[config.mk]
export PLATFORM = sky130hd
export DESIGN_NAME = fscw_ctrl
export DESIGN_NICKNAME = d
export VERILOG_FILES = /design/src/hw/rtl/fscw_pkg.sv /design/src/hw/rtl/fscw_ctrl.sv
export SDC_FILE = /design/constraint.sdc
export NUM_CORES = 1
export LEC_CHECK = 0
export ABC_AREA = 0
export BUFFER_PORTS_ARGS = -buffer_cell sky130_fd_sc_hd__buf_4
export CORE_AREA = 2 2 39 41
export CTS_CLUSTER_DIAMETER = 30
export DETAILED_ROUTE_END_ITERATION = 16
export DIE_AREA = 0 0 41 43
export GPL_ROUTABILITY_DRIVEN = 1
export GPL_TIMING_DRIVEN = 0
export PLACE_DENSITY = 0.67
export SLEW_MARGIN = 15
export SYNTH_ARGS = -nofsm -noshare
export SYNTH_HDL_FRONTEND = slang
export SYNTH_SLANG_ARGS = --single-unit
[constraint.sdc]
create_clock -name clk -period 1.7 [get_ports clk]
set_clock_uncertainty 0.2 [all_clocks]
set_input_delay 0.085 -clock clk [delete_from_list [all_inputs] [get_ports clk]]
set_output_delay 0.085 -clock clk [all_outputs]
set_load 0.05 [all_outputs]
[src/hw/rtl/fscw_pkg.sv]
// Shared types and constants for the Feistel S-box cycle-walk block.
package fscw_pkg;

  localparam int WORD_W   = 64;
  localparam int HALF_W   = 32;
  localparam int MAX_WALK = 64;
  localparam int PASS_W   = $clog2(MAX_WALK + 1);
  localparam int CNT_W    = $clog2(WORD_W);
  localparam int IDX_W    = 3;
  localparam int EXPF_W   = 7;

  localparam logic [WORD_W-1:0] MODULUS_RST     = '1;
  localparam logic [HALF_W-1:0] ROUND_PRIME_RST = 32'd4294967291;

  typedef enum logic [IDX_W-1:0] {
    REG_MODULUS     = 3'd0,
    REG_ROUND_PRIME = 3'd1,
    REG_KEY_FIRST   = 3'd2,
    REG_KEY_SECOND  = 3'd3,
    REG_MODE        = 3'd4,
    REG_EXP_FWD     = 3'd5,
    REG_EXP_INV     = 3'd6
  } reg_idx_t;

  typedef enum logic [3:0] {
    CMD_NOP,
    CMD_LOAD,
    CMD_FMUL,
    CMD_RED,
    CMD_ROUND,
    CMD_PSETUP,
    CMD_MSTART_ACC,
    CMD_MSTART_SQ,
    CMD_MDBL,
    CMD_MADD,
    CMD_MSTORE,
    CMD_FINISH
  } cmd_t;

  typedef enum logic [3:0] {
    ST_IDLE,
    ST_LOAD,
    ST_F_MUL,
    ST_F_RED,
    ST_F_ROUND,
    ST_F_CHECK,
    ST_P_RED,
    ST_P_SETUP,
    ST_P_CHECK,
    ST_M_SQ,
    ST_M_DBL,
    ST_M_ADD,
    ST_M_STORE,
    ST_FIN
  } state_t;

  typedef struct packed {
    logic feistel;
    logic cnt_zero;
    logic rnd;
    logic walk_end;
    logic exp_zero;
    logic exp_lsb;
    logic sel;
    logic out_busy;
  } status_t;

endpackage

[src/hw/rtl/fscw_ctrl.sv]
// Sequencer for Feistel passes, modular reduction and square-and-multiply.
module fscw_ctrl (
  input  logic              clk,
  input  logic              rst,
  input  logic              in_valid,
  output logic              in_ready,
  input  fscw_pkg::status_t status,
  output fscw_pkg::cmd_t    cmd
);
  import fscw_pkg::*;

  state_t state;
  state_t state_next;

  always_ff @(posedge clk) begin
    if (rst) begin
      state <= ST_IDLE;
    end else begin
      state <= state_next;
    end
  end

  always_comb begin
    state_next = state;
    case (state)
      ST_IDLE:    if (in_valid) state_next = ST_LOAD;
      ST_LOAD:    state_next = status.feistel ? ST_F_MUL : ST_P_RED;
      ST_F_MUL:   state_next = ST_F_RED;
      ST_F_RED:   if (status.cnt_zero) state_next = ST_F_ROUND;
      ST_F_ROUND: state_next = status.rnd ? ST_F_CHECK : ST_F_MUL;
      ST_F_CHECK: state_next = status.walk_end ? ST_FIN : ST_F_MUL;
      ST_P_RED:   if (status.cnt_zero) state_next = ST_P_SETUP;
      ST_P_SETUP: state_next = ST_P_CHECK;
      ST_P_CHECK: state_next = status.exp_zero ? ST_FIN : ST_M_DBL;
      ST_M_SQ:    state_next = ST_M_DBL;
      ST_M_DBL:   state_next = ST_M_ADD;
      ST_M_ADD:   state_next = status.cnt_zero ? ST_M_STORE : ST_M_DBL;
      ST_M_STORE: state_next = status.sel ? ST_P_CHECK : ST_M_SQ;
      ST_FIN:     if (!status.out_busy) state_next = ST_IDLE;
      default:    state_next = ST_IDLE;
    endcase
  end

  always_comb begin
    cmd      = CMD_NOP;
    in_ready = 1'b0;
    case (state)
      ST_IDLE:    in_ready = 1'b1;
      ST_LOAD:    cmd = CMD_NOP;
      ST_F_MUL:   cmd = CMD_FMUL;
      ST_F_RED:   cmd = CMD_RED;
      ST_F_ROUND: cmd = CMD_ROUND;
      ST_F_CHECK: cmd = CMD_NOP;
      ST_P_RED:   cmd = CMD_RED;
      ST_P_SETUP: cmd = CMD_PSETUP;
      ST_P_CHECK: begin
        if (!status.exp_zero) begin
          cmd = status.exp_lsb ? CMD_MSTART_ACC : CMD_MSTART_SQ;
        end
      end
      ST_M_SQ:    cmd = CMD_MSTART_SQ;
      ST_M_DBL:   cmd = CMD_MDBL;
      ST_M_ADD:   cmd = CMD_MADD;
      ST_M_STORE: cmd = CMD_MSTORE;
      ST_FIN:     if (!status.out_busy) cmd = CMD_FINISH;
      default:    cmd = CMD_NOP;
    endcase
    if (state == ST_IDLE && in_valid) cmd = CMD_LOAD;
  end

endmodule

==> impl_metrics.json, run 1 <==
{
  "nets": 111,
  "muxShareOfSynthArea_pct": 3.97,
  "drt_iter0_drc": 19,
  "crit_path_frequent_cell": "buf_6",
  "path_clk_slew_ns": 0.04,
  "worstHoldStart": "status[0]",
  "synth_compound_area_share_pct": 33.4,
  "synth_fa_ha_area_share_pct": 0,
  "synth.cell_area_um2": 536,
  "wirelength_um": 1720,
  "n_antenna_cell": 0,
  "cp_slowest_cell": "or3b_4",
  "avgSynthCellArea_um2": 7.54,
  "clock_latency_ns": 0.23,
  "r2r_end": "state[2]",
  "end_kind": "output port",
  "boundaryPins": 16,
  "holdWs_ns": 0.0491,
  "cts_tree": "yes",
  "met1_usage_pct": 27.7,
  "timing.critical_path.slowest_cell_delay_ns": 0.37,
  "syn-num-nets": 82,
  "initial_utilization_pct": 38.7,
  "rr_startpoint": "state[2]",
  "p_leak_nw": 0.339,
  "yosys.area_share.simple_pct": 35.3,
  "cts-root-buf": "clkbuf_4",
  "yosysSeqAreaShare_pct": 15.0,
  "use_met3_pct": 1.57,
  "dieHeight_um": 43,
  "dp_hpwl_um": 1080,
  "synthCells": 71,
  "grt_setup_unrepaired": "yes",
  "fp.coreArea_um2": 1380,
  "grt_overflow_total": 0,
  "powerDensity_nw_per_um2": 1700,
  "grt_busiest_layer": "met2",
  "hold_violations": 0,
  "arrival_ns": 1.41,
  "drv_slew": 0,
  "h-tree-depth": 1,
  "max_slew.worst_pin.slew_ns": 0.357,
  "whs_path_depth": 3,
  "ys_seq_elements": 4,
  "total_power_mw": 1.49,
  "crit_path_start": "state[0]",
  "placed_cell_area_um2": 686,
  "largest_reg_flops": 4,
  "cts-buffers-inserted": 3,
  "setup_viol": 0,
  "port_buffers": 15,
  "antenna_left": 0,
  "synth_edf_count": 0,
  "drive_gt1_share_pct": 51.0,
  "drv_cap": 0,
  "worstPathRequired_ns": 1.41,
  "setup_ws_ns": 0.00316,
  "clock_sinks": 4,
  "ys_async_sr_fraction_pct": 0,
  "num_rows": 14,
  "grt_max_degree": 11,
  "finalSetupTns_ns": 0,
  "fin_util_pct": 63.6,
  "grt_antenna_before_repair": 0,
  "grt_pass1_wl_um": 2500,
  "final_cell_area_um2": 880,
  "slew_headroom_pct": 76.0,
  "drt-wirelength-per-cell_um": 15.1,
  "reg.largest.list": "state x4",
  "min_path_type": "input pin to flip-flop",
  "grt_pass1_vias": 584,
  "final_common_cell": "buf_4",
  "status": "finished, final reports clean",
  "crit_path_cell_trace": "buf_6 > or3b_4 > o21ai_1 > a22o_1 > buf_6",
  "regMostFlops": "state",
  "finalWeightedCongestion": 0.876,
  "fillerInstances": 122,
  "ir_drop_mv": 1.29,
  "vias_per_cell": 5.97,
  "post-route-period-util_pct": 99.8,
  "synth_top_family_by_area": "simple AND/OR/NAND/NOR gates",
  "place_inst": 102,
  "final_cell_mix": "buf_4, buf_6, nand2b_1, inv_1, nand2_1",
  "ys_types": 37,
  "synth_ff_type": "dfxtp_1",
  "drc": 0,
  "die_area_um2": 1760,
  "crit_fanout": 8,
  "reg2reg_slack_ns": 0.01,
  "clockBufferDepth": 2,
  "use_met2_pct": 31.3,
  "reg2reg_depth": 5,
  "yosysWarnings": 0,
  "drt_pass1_iterations": 4,
  "min_period_ns": 1.70,
  "vias": 681,
  "fp.dieW_um": 41,
  "layout.cells.non_filler": 114,
  "worstSetupPathType": "flip-flop to output port",
  "crit_path_start_kind": "flip-flop",
  "area_growth_syn_to_layout_pct": 64.3,
  "max_freq_ghz": 0.589,
  "whs_endpoint": "state[3]",
  "grt_usage_pct": 20.5,
  "synthXorXnorAreaFrac_pct": 1.64,
  "dp_slack_ns": -0.0836
}
[metal layers]
layer  routed length, µm  share of wire (%)  vias up
met1                 707                 41      324
met2                 909                 53       25
met4                  31                1.8        0
met5                   0                  0        -
li1                    -                  -      328
met3                  75                4.4        4
[layout make-up]
class / count / area, µm² / share of cell area (%)
Sequential cell: 4 / 91.3 / 10.4
Multi-Input combinational cell: 56 / 455 / 51.8
Buffer: 5 / 60.1 / 6.83
Inverter: 5 / 18.8 / 2.13
Clock buffer: 3 / 22.5 / 2.56
Timing Repair Buffer: 25 / 211 / 24.0
Tap cell: 16 / 20.0 / 2.28
[power by group]
group	switching, mW	internal, mW
registers	0.0563	0.138
logic	0.646	0.537
clock network	0.0373	0.0789
[cells in the mapped netlist (2+ instances only)]
library cell	instances	share of area [%]
a211oi_1	2	2.8
a21oi_1	3	2.8
a311oi_1	2	3.3
buf_2	4	3.7
dfxtp_1	4	15
inv_1	5	3.5
nand2_1	4	2.8
nand2b_1	6	7.0
nand4bb_1	2	4.2
nor2_1	6	4.2
o21ai_0	4	3.7
o22ai_1	3	3.5
or4_4	2	4.2
[cells by family after synthesis]
group                  Yosys count
flip-flops                       4
XOR/XNOR                         1
AO/OA/AOI/OAI                   24
AND/OR/NAND/NOR                 29
multiplexers                     2
buffers and inverters           11
[worst max-delay path: cells and delay by family (launching register included)]
family	cells	cell delay, ns
simple gates	1	0.37
compound gates	2	0.23
buf+inv	2	0.28
flops	1	0.30
[worst max path at each step]
stage	to	depth (start not counted)
3_5_place_dp	state[0]	6
3_3_place_gp	state[1]	5
2_1_floorplan	in_ready	3
4_1_cts	cmd[2]	5
5_1_grt	state[2]	6
6_report	cmd[2]	5
[repair_timing]
| item | 4_1_cts | 5_1_grt |
|---|---|---|
| hold buffers | 2 | 0 |
| endpoints found under the hold margin | 4 | 0 |
| gates cloned | 0 | 1 |
| buffers inserted | 2 | 5 |
| endpoints found under the setup margin | 6 | 6 |
| gates resized for setup | 15 | 15 |
| pin swaps | 2 | 7 |
Note: power is estimated with default switching activity, not from simulation.
==> run 2: changes to the inputs <==
--- a/config.mk
+++ b/config.mk
@@ -8,12 +8,11 @@
 export ABC_AREA = 0
 export BUFFER_PORTS_ARGS = -buffer_cell sky130_fd_sc_hd__buf_4
 export CORE_AREA = 2 2 39 41
+export CTS_BUF_LIST = sky130_fd_sc_hd__clkbuf_4 sky130_fd_sc_hd__clkbuf_8
 export CTS_CLUSTER_DIAMETER = 30
 export DETAILED_ROUTE_END_ITERATION = 16
 export DIE_AREA = 0 0 41 43
 export GPL_ROUTABILITY_DRIVEN = 1
-export GPL_TIMING_DRIVEN = 0
-export PLACE_DENSITY = 0.67
 export SLEW_MARGIN = 15
 export SYNTH_ARGS = -nofsm -noshare
 export SYNTH_HDL_FRONTEND = slang
==> constraint.sdc (replaced) <==
create_clock -name clk -period 1.6 [get_ports clk]
set_clock_uncertainty 0.2 [all_clocks]
set_input_delay 0.08 -clock clk [delete_from_list [all_inputs] [get_ports clk]]
set_output_delay 0.08 -clock clk [all_outputs]
set_load 0.05 [all_outputs]
==> run 2 against run 1 <==
The run now ends with setup timing left. Core utilization increased by 8.8 points. Die area unchanged. Count of clock-buffer cells in the layout unchanged. Clock power increased by 7%. Combinational power increased by 25%. Sequential share of layout area decreased by 0.88 points. Design area increased by 14%. Largest cell class unchanged.
==> impl_metrics.json, run 2 (same netlist as run 1, synthesis figures left out) <==
{
  "reg.largest.list": "state x4",
  "drv_cap": 0,
  "grt_pass1_vias": 666,
  "violations": "setup timing",
  "dp_slack_ns": -0.0797,
  "crit_fanout": 4,
  "drv_slew": 0,
  "vias_per_cell": 5.75,
  "grt_max_degree": 11,
  "min_period_ns": 1.73,
  "initial_utilization_pct": 38.7,
  "finalWeightedCongestion": 0.777,
  "cts-buffers-inserted": 3,
  "drc": 0,
  "die_area_um2": 1760,
  "final_cell_area_um2": 1000,
  "layout.cells.non_filler": 126,
  "ff_latch_area_um2": 95.1,
  "arrival_ns": 1.45,
  "h-tree-depth": 1,
  "port_buffers": 15,
  "boundaryPins": 16,
  "grt_pass1_wl_um": 2700,
  "antenna_left": 0,
  "powerDensity_nw_per_um2": 1820,
  "grt_usage_pct": 22.1,
  "fin_util_pct": 72.3,
  "n_antenna_cell": 0,
  "max_freq_ghz": 0.577,
  "hold_violations": 0,
  "num_rows": 14,
  "nets": 123,
  "largest_reg_flops": 4,
  "end_kind": "output port",
  "fillerInstances": 107,
  "vias": 724,
  "total_power_mw": 1.82,
  "cts_tree": "yes",
  "p_leak_nw": 0.401,
  "status": "finished, violations left",
  "drive_gt1_share_pct": 63.6,
  "setup_ws_ns": -0.133,
  "worstSetupPathType": "flip-flop to output port",
  "grt_setup_unrepaired": "yes",
  "place_inst": 115,
  "final_cell_mix": "buf_4, buf_6",
  "wirelength_um": 1840,
  "max_slew.worst_pin.slew_ns": 0.384,
  "post-route-period-util_pct": 108,
  "regMostFlops": "state",
  "ir_drop_mv": 0.880,
  "setup_viol": 6,
  "drt_pass1_iterations": 4,
  "slew_headroom_pct": 74.4,
  "dp_hpwl_um": 1230,
  "worstPathRequired_ns": 1.32,
  "placed_cell_area_um2": 798,
  "final_common_cell": "buf_4",
  "grt_antenna_before_repair": 0,
  "multi_input_area_um2": 483,
  "fp.coreArea_um2": 1380,
  "clock_sinks": 4,
  "cts-root-buf": "clkbuf_4",
  "clock_latency_ns": 0.24,
  "drt-wirelength-per-cell_um": 14.6,
  "drt_iter0_drc": 16,
  "min_path_type": "input pin to flip-flop",
  "area_growth_syn_to_layout_pct": 86.9,
  "fp.dieW_um": 41,
  "grt_overflow_total": 0,
  "crit_path_start_kind": "flip-flop",
  "dieHeight_um": 43,
  "path_clk_slew_ns": 0.03,
  "clockBufferDepth": 2
}
[run 2: cell count changes in the layout (fill, tap and decap cells not counted), sizes merged]
cell and change:
buf +13, clkbuf -1
[run 2: cell type report]
| type | count | area share [%] |
|---|---|---|
| clock buffers | 3 | 2.25 |
| inverters | 5 | 1.88 |
| multi-input cells | 56 | 48.2 |
| flip-flops and latches | 4 | 9.50 |
| well taps | 16 | 2.00 |
| repair buffers | 42 | 36.1 |
[run 2: report_power, final]
group	switching [mW]	total [mW]	internal, mW
logic	0.732	1.47	0.737
registers	0.0743	0.229	0.155
clock network	0.0406	0.124	0.0838
[run 2: metrics by stage]
step | hold WS, ns | setup TNS (ns)
after detailed placement | 0.0981 | -0.216
after global routing | 0.0982 | -0.703
after global placement | 0.104 | -0.179
after floorplan | -0.0479 | 0
final | 0.0667 | -0.372
after CTS | 0.0698 | -0.323
[run 2: worst paths after layout]
kind | startpoint | cells after the start | slack, ns | endpoint
setup / recovery | state[0] | 5 | -0.13 | cmd[2]
hold / removal | status[0] | 3 | 0.07 | state[3]
setup reg to reg | state[0] | 6 | -0.07 | state[1]
hold reg to reg | state[3] | 2 | 0.43 | state[3]
[run 2: layer usage]
layer | share of wire, % | track usage [%] | vias up
met5 | 0 | 0 | -
met4 | 1.3 | 6.00 | 0
met3 | 4.0 | 4.71 | 4
met2 | 50 | 35.6 | 24
met1 | 44 | 28.4 | 347
li1 | - | - | 349
[run 2: critical path: stages, from the launching register on]
cell,delay [ns]
dfxtp_4,0.35
buf_6,0.12
or3b_4,0.37
o21ai_1,0.08
a22o_1,0.15
buf_6,0.15
[run 2: timing repair]
action                     4_1_cts  5_1_grt
setup endpoints to repair        7        7
hold endpoints to repair         4        0
buffers inserted                 5        3
hold buffers                     2        0
pin swaps                        9        9
gates resized for setup         26       12
==> run 3: changes to the inputs <==
--- a/config.mk
+++ b/config.mk
@@ -5,8 +5,8 @@
 export SDC_FILE = /design/constraint.sdc
 export NUM_CORES = 1
 export LEC_CHECK = 0
-export ABC_AREA = 0
-export BUFFER_PORTS_ARGS = -buffer_cell sky130_fd_sc_hd__buf_4
+export ABC_AREA = 1
+export BUFFER_PORTS_ARGS = -buffer_cell sky130_fd_sc_hd__buf_2
 export CORE_AREA = 2 2 39 41
 export CTS_BUF_LIST = sky130_fd_sc_hd__clkbuf_4 sky130_fd_sc_hd__clkbuf_8
 export CTS_CLUSTER_DIAMETER = 30
==> run 3 against run 2 <==
The flow still finishes with violations (setup timing). Highest routed layer unchanged. Hold slack got worse by 0.0048 ns. Cell count increased by 16%. Largest cell class unchanged. Synthesized area decreased by 0.47%. Critical path type unchanged. Non-clock buffer count decreased by 9. Wire length decreased by 17%. Clock power about the same. Fmax increased by 2.5%.
==> impl_metrics.json, run 3 <==
{
  "dp_hpwl_um": 1230,
  "avgSynthCellArea_um2": 5.67,
  "area_growth_syn_to_layout_pct": 66.0,
  "slew_headroom_pct": 83.2,
  "grt_max_degree": 6,
  "crit_path_frequent_cell": "buf_6",
  "r2r_end": "state[2]",
  "final_cell_mix": "nand2_1, buf_4, buf_2, inv_1, nor2_1",
  "muxShareOfSynthArea_pct": 0,
  "yosys.area_share.simple_pct": 60.6,
  "total_power_mw": 1.65,
  "drv_slew": 0,
  "grt_usage_pct": 21.0,
  "drive_gt1_share_pct": 51.5,
  "die_area_um2": 1760,
  "grt_pass1_wl_um": 2500,
  "ys_seq_elements": 4,
  "hold_violations": 0,
  "end_kind": "output port",
  "vias_per_cell": 4.82,
  "reg2reg_depth": 10,
  "max_freq_ghz": 0.591,
  "setup_viol": 3,
  "drc": 0,
  "path_clk_slew_ns": 0.04,
  "reg2reg_slack_ns": 0.03,
  "timing.critical_path.slowest_cell_delay_ns": 0.35,
  "port_buffers": 15,
  "clock_latency_ns": 0.24,
  "synth_top_family_by_area": "simple AND/OR/NAND/NOR gates",
  "regMostFlops": "state",
  "boundaryPins": 16,
  "largest_reg_flops": 4,
  "yosys-top-cells-count": "nand2_1, inv_1, nor2_1",
  "wirelength_um": 1520,
  "rr_startpoint": "state[1]",
  "worstHoldStart": "in_valid",
  "finalSetupTns_ns": -0.203,
  "holdWs_ns": 0.0619,
  "crit_fanout": 5,
  "ir_drop_mv": 1.11,
  "syn-num-nets": 105,
  "violations": "setup timing",
  "vias": 703,
  "num_rows": 14,
  "synthXorXnorAreaFrac_pct": 0,
  "worstSetupPathType": "flip-flop to output port",
  "pwr-share-clk_pct": 7.7,
  "reg.largest.list": "state x4",
  "grt_pass1_vias": 645,
  "synth.most_common_cell": "nand2_1",
  "status": "finished, violations left",
  "p_leak_nw": 0.500,
  "synthCells": 94,
  "synth_ff_type": "dfxtp_1",
  "max_slew.worst_pin.slew_ns": 0.252,
  "dp_slack_ns": -0.0687,
  "grt_setup_unrepaired": "yes",
  "powerDensity_nw_per_um2": 1870,
  "dieHeight_um": 43,
  "n_antenna_cell": 0,
  "combPwrFrac_pct": 79.9,
  "min_period_ns": 1.69,
  "fp.coreArea_um2": 1380,
  "drt_pass1_iterations": 4,
  "ys_async_sr_fraction_pct": 0,
  "yosysTopAreaCell": "nand2_1",
  "initial_utilization_pct": 38.5,
  "arrival_ns": 1.41,
  "whs_endpoint": "state[0]",
  "h-tree-depth": 1,
  "crit_buf_inv": 2,
  "clock_sinks": 4,
  "grt_overflow_total": 0,
  "crit_path_start_kind": "flip-flop",
  "finalWeightedCongestion": 0.821,
  "layout.cells.non_filler": 146,
  "drv_cap": 0,
  "cp_slowest_cell": "dfxtp_4",
  "min_path_type": "input pin to flip-flop",
  "internal_power_mw": 0.795,
  "antenna_left": 0,
  "drt_iter0_drc": 20,
  "post-route-period-util_pct": 106,
  "fp.dieW_um": 41,
  "clockBufferDepth": 2,
  "ys_types": 21,
  "crit_family": "simple AND/OR/NAND/NOR gates",
  "drt-wirelength-per-cell_um": 10.4,
  "whs_path_depth": 6,
  "synth_edf_count": 0,
  "synth_fa_ha_area_share_pct": 0,
  "place_inst": 136,
  "p_sw_share_pct": 51.8,
  "p_sw_mw": 0.856,
  "crit_path_cell_trace": "buf_6 > nor2_4 > a21oi_2 > or2_1 > o2111ai_2 > buf_6",
  "yosysSeqAreaShare_pct": 15.0,
  "p_seq_share_pct": 12.4,
  "nets": 143,
  "yosysWarnings": 0,
  "synth.cell_area_um2": 533,
  "cts_tree": "yes",
  "setup_ws_ns": -0.0911,
  "synth_top_area_share_pct": 19.7,
  "worstPathRequired_ns": 1.32,
  "synth_compound_area_share_pct": 11.5,
  "cts-buffers-inserted": 3,
  "final_common_cell": "nand2_1",
  "cts-root-buf": "clkbuf_4",
  "yosys-top-cells-area": "nand2_1, dfxtp_1, nor2_4, inv_1, nand3_1",
  "grt_antenna_before_repair": 0
}
[run 3: how the worst max path moves through the flow]
stage	startpoint	end	slack, ns	depth (start not counted)
floorplan	state[3]	cmd[0]	-0.09	5
global placement	state[3]	cmd[1]	-0.06	7
detailed placement	state[3]	cmd[1]	-0.07	7
CTS	state[2]	cmd[0]	-0.07	6
global route	state[0]	cmd[0]	-0.15	7
finish	state[2]	cmd[0]	-0.09	6
[run 3: metal layers]
layer / up-vias / global-route usage (%) / routed length [µm]
met5: - / 0 / 0
met4: 0 / 12.0 / 39
met3: 4 / 3.14 / 49
met2: 18 / 34.1 / 763
met1: 314 / 24.4 / 671
li1: 367 / - / -
[run 3: cell families (layout without fill, tap and decap cells)]
family	after synthesis	in the layout
flops	4	4
compound gates	10	10
buf+inv	18	54
simple gates	62	62
[run 3: stage by stage]
stage	cell area, µm²	utilization [%]
5_1_grt	885	63.9
2_1_floorplan	546	-
4_1_cts	861	62.2
6_report	885	63.9
3_5_place_dp	736	53.2
3_3_place_gp	736	53.2
[run 3: layout make-up]
| type | instances | area, µm² |
|---|---|---|
| multi-input combinational | 72 | 415 |
| timing repair buffer | 33 | 268 |
| sequential | 4 | 90.1 |
| fill | 126 | 499 |
| tap | 16 | 20.0 |
| clock buffer | 3 | 22.5 |
| inverter | 18 | 68.8 |
[run 3: power by group through the flow]
stage	registers, mW	clock network (mW)	logic (mW)
finish	0.205	0.127	1.32
global route	0.213	0.146	1.43
CTS	0.203	0.132	1.28
detailed placement	0.192	0	1.14
global placement	0.191	0	1.14
floorplan	0.211	0	0.745
[run 3: what timing repair did]
item,CTS,global route
cloned,0,0
resized for setup,20,7
hold buffers,2,0
buffers inserted,4,1
pin swaps,4,1
setup endpoints to repair,5,8
hold endpoints to repair,4,0
[run 3: tightest hold or removal path: stages]
cell,delay [ns]
buf_2,0.09
o21ai_2,0.08
inv_2,0.06
nand2_2,0.04
nand2_1,0.05
a21oi_1,0.05
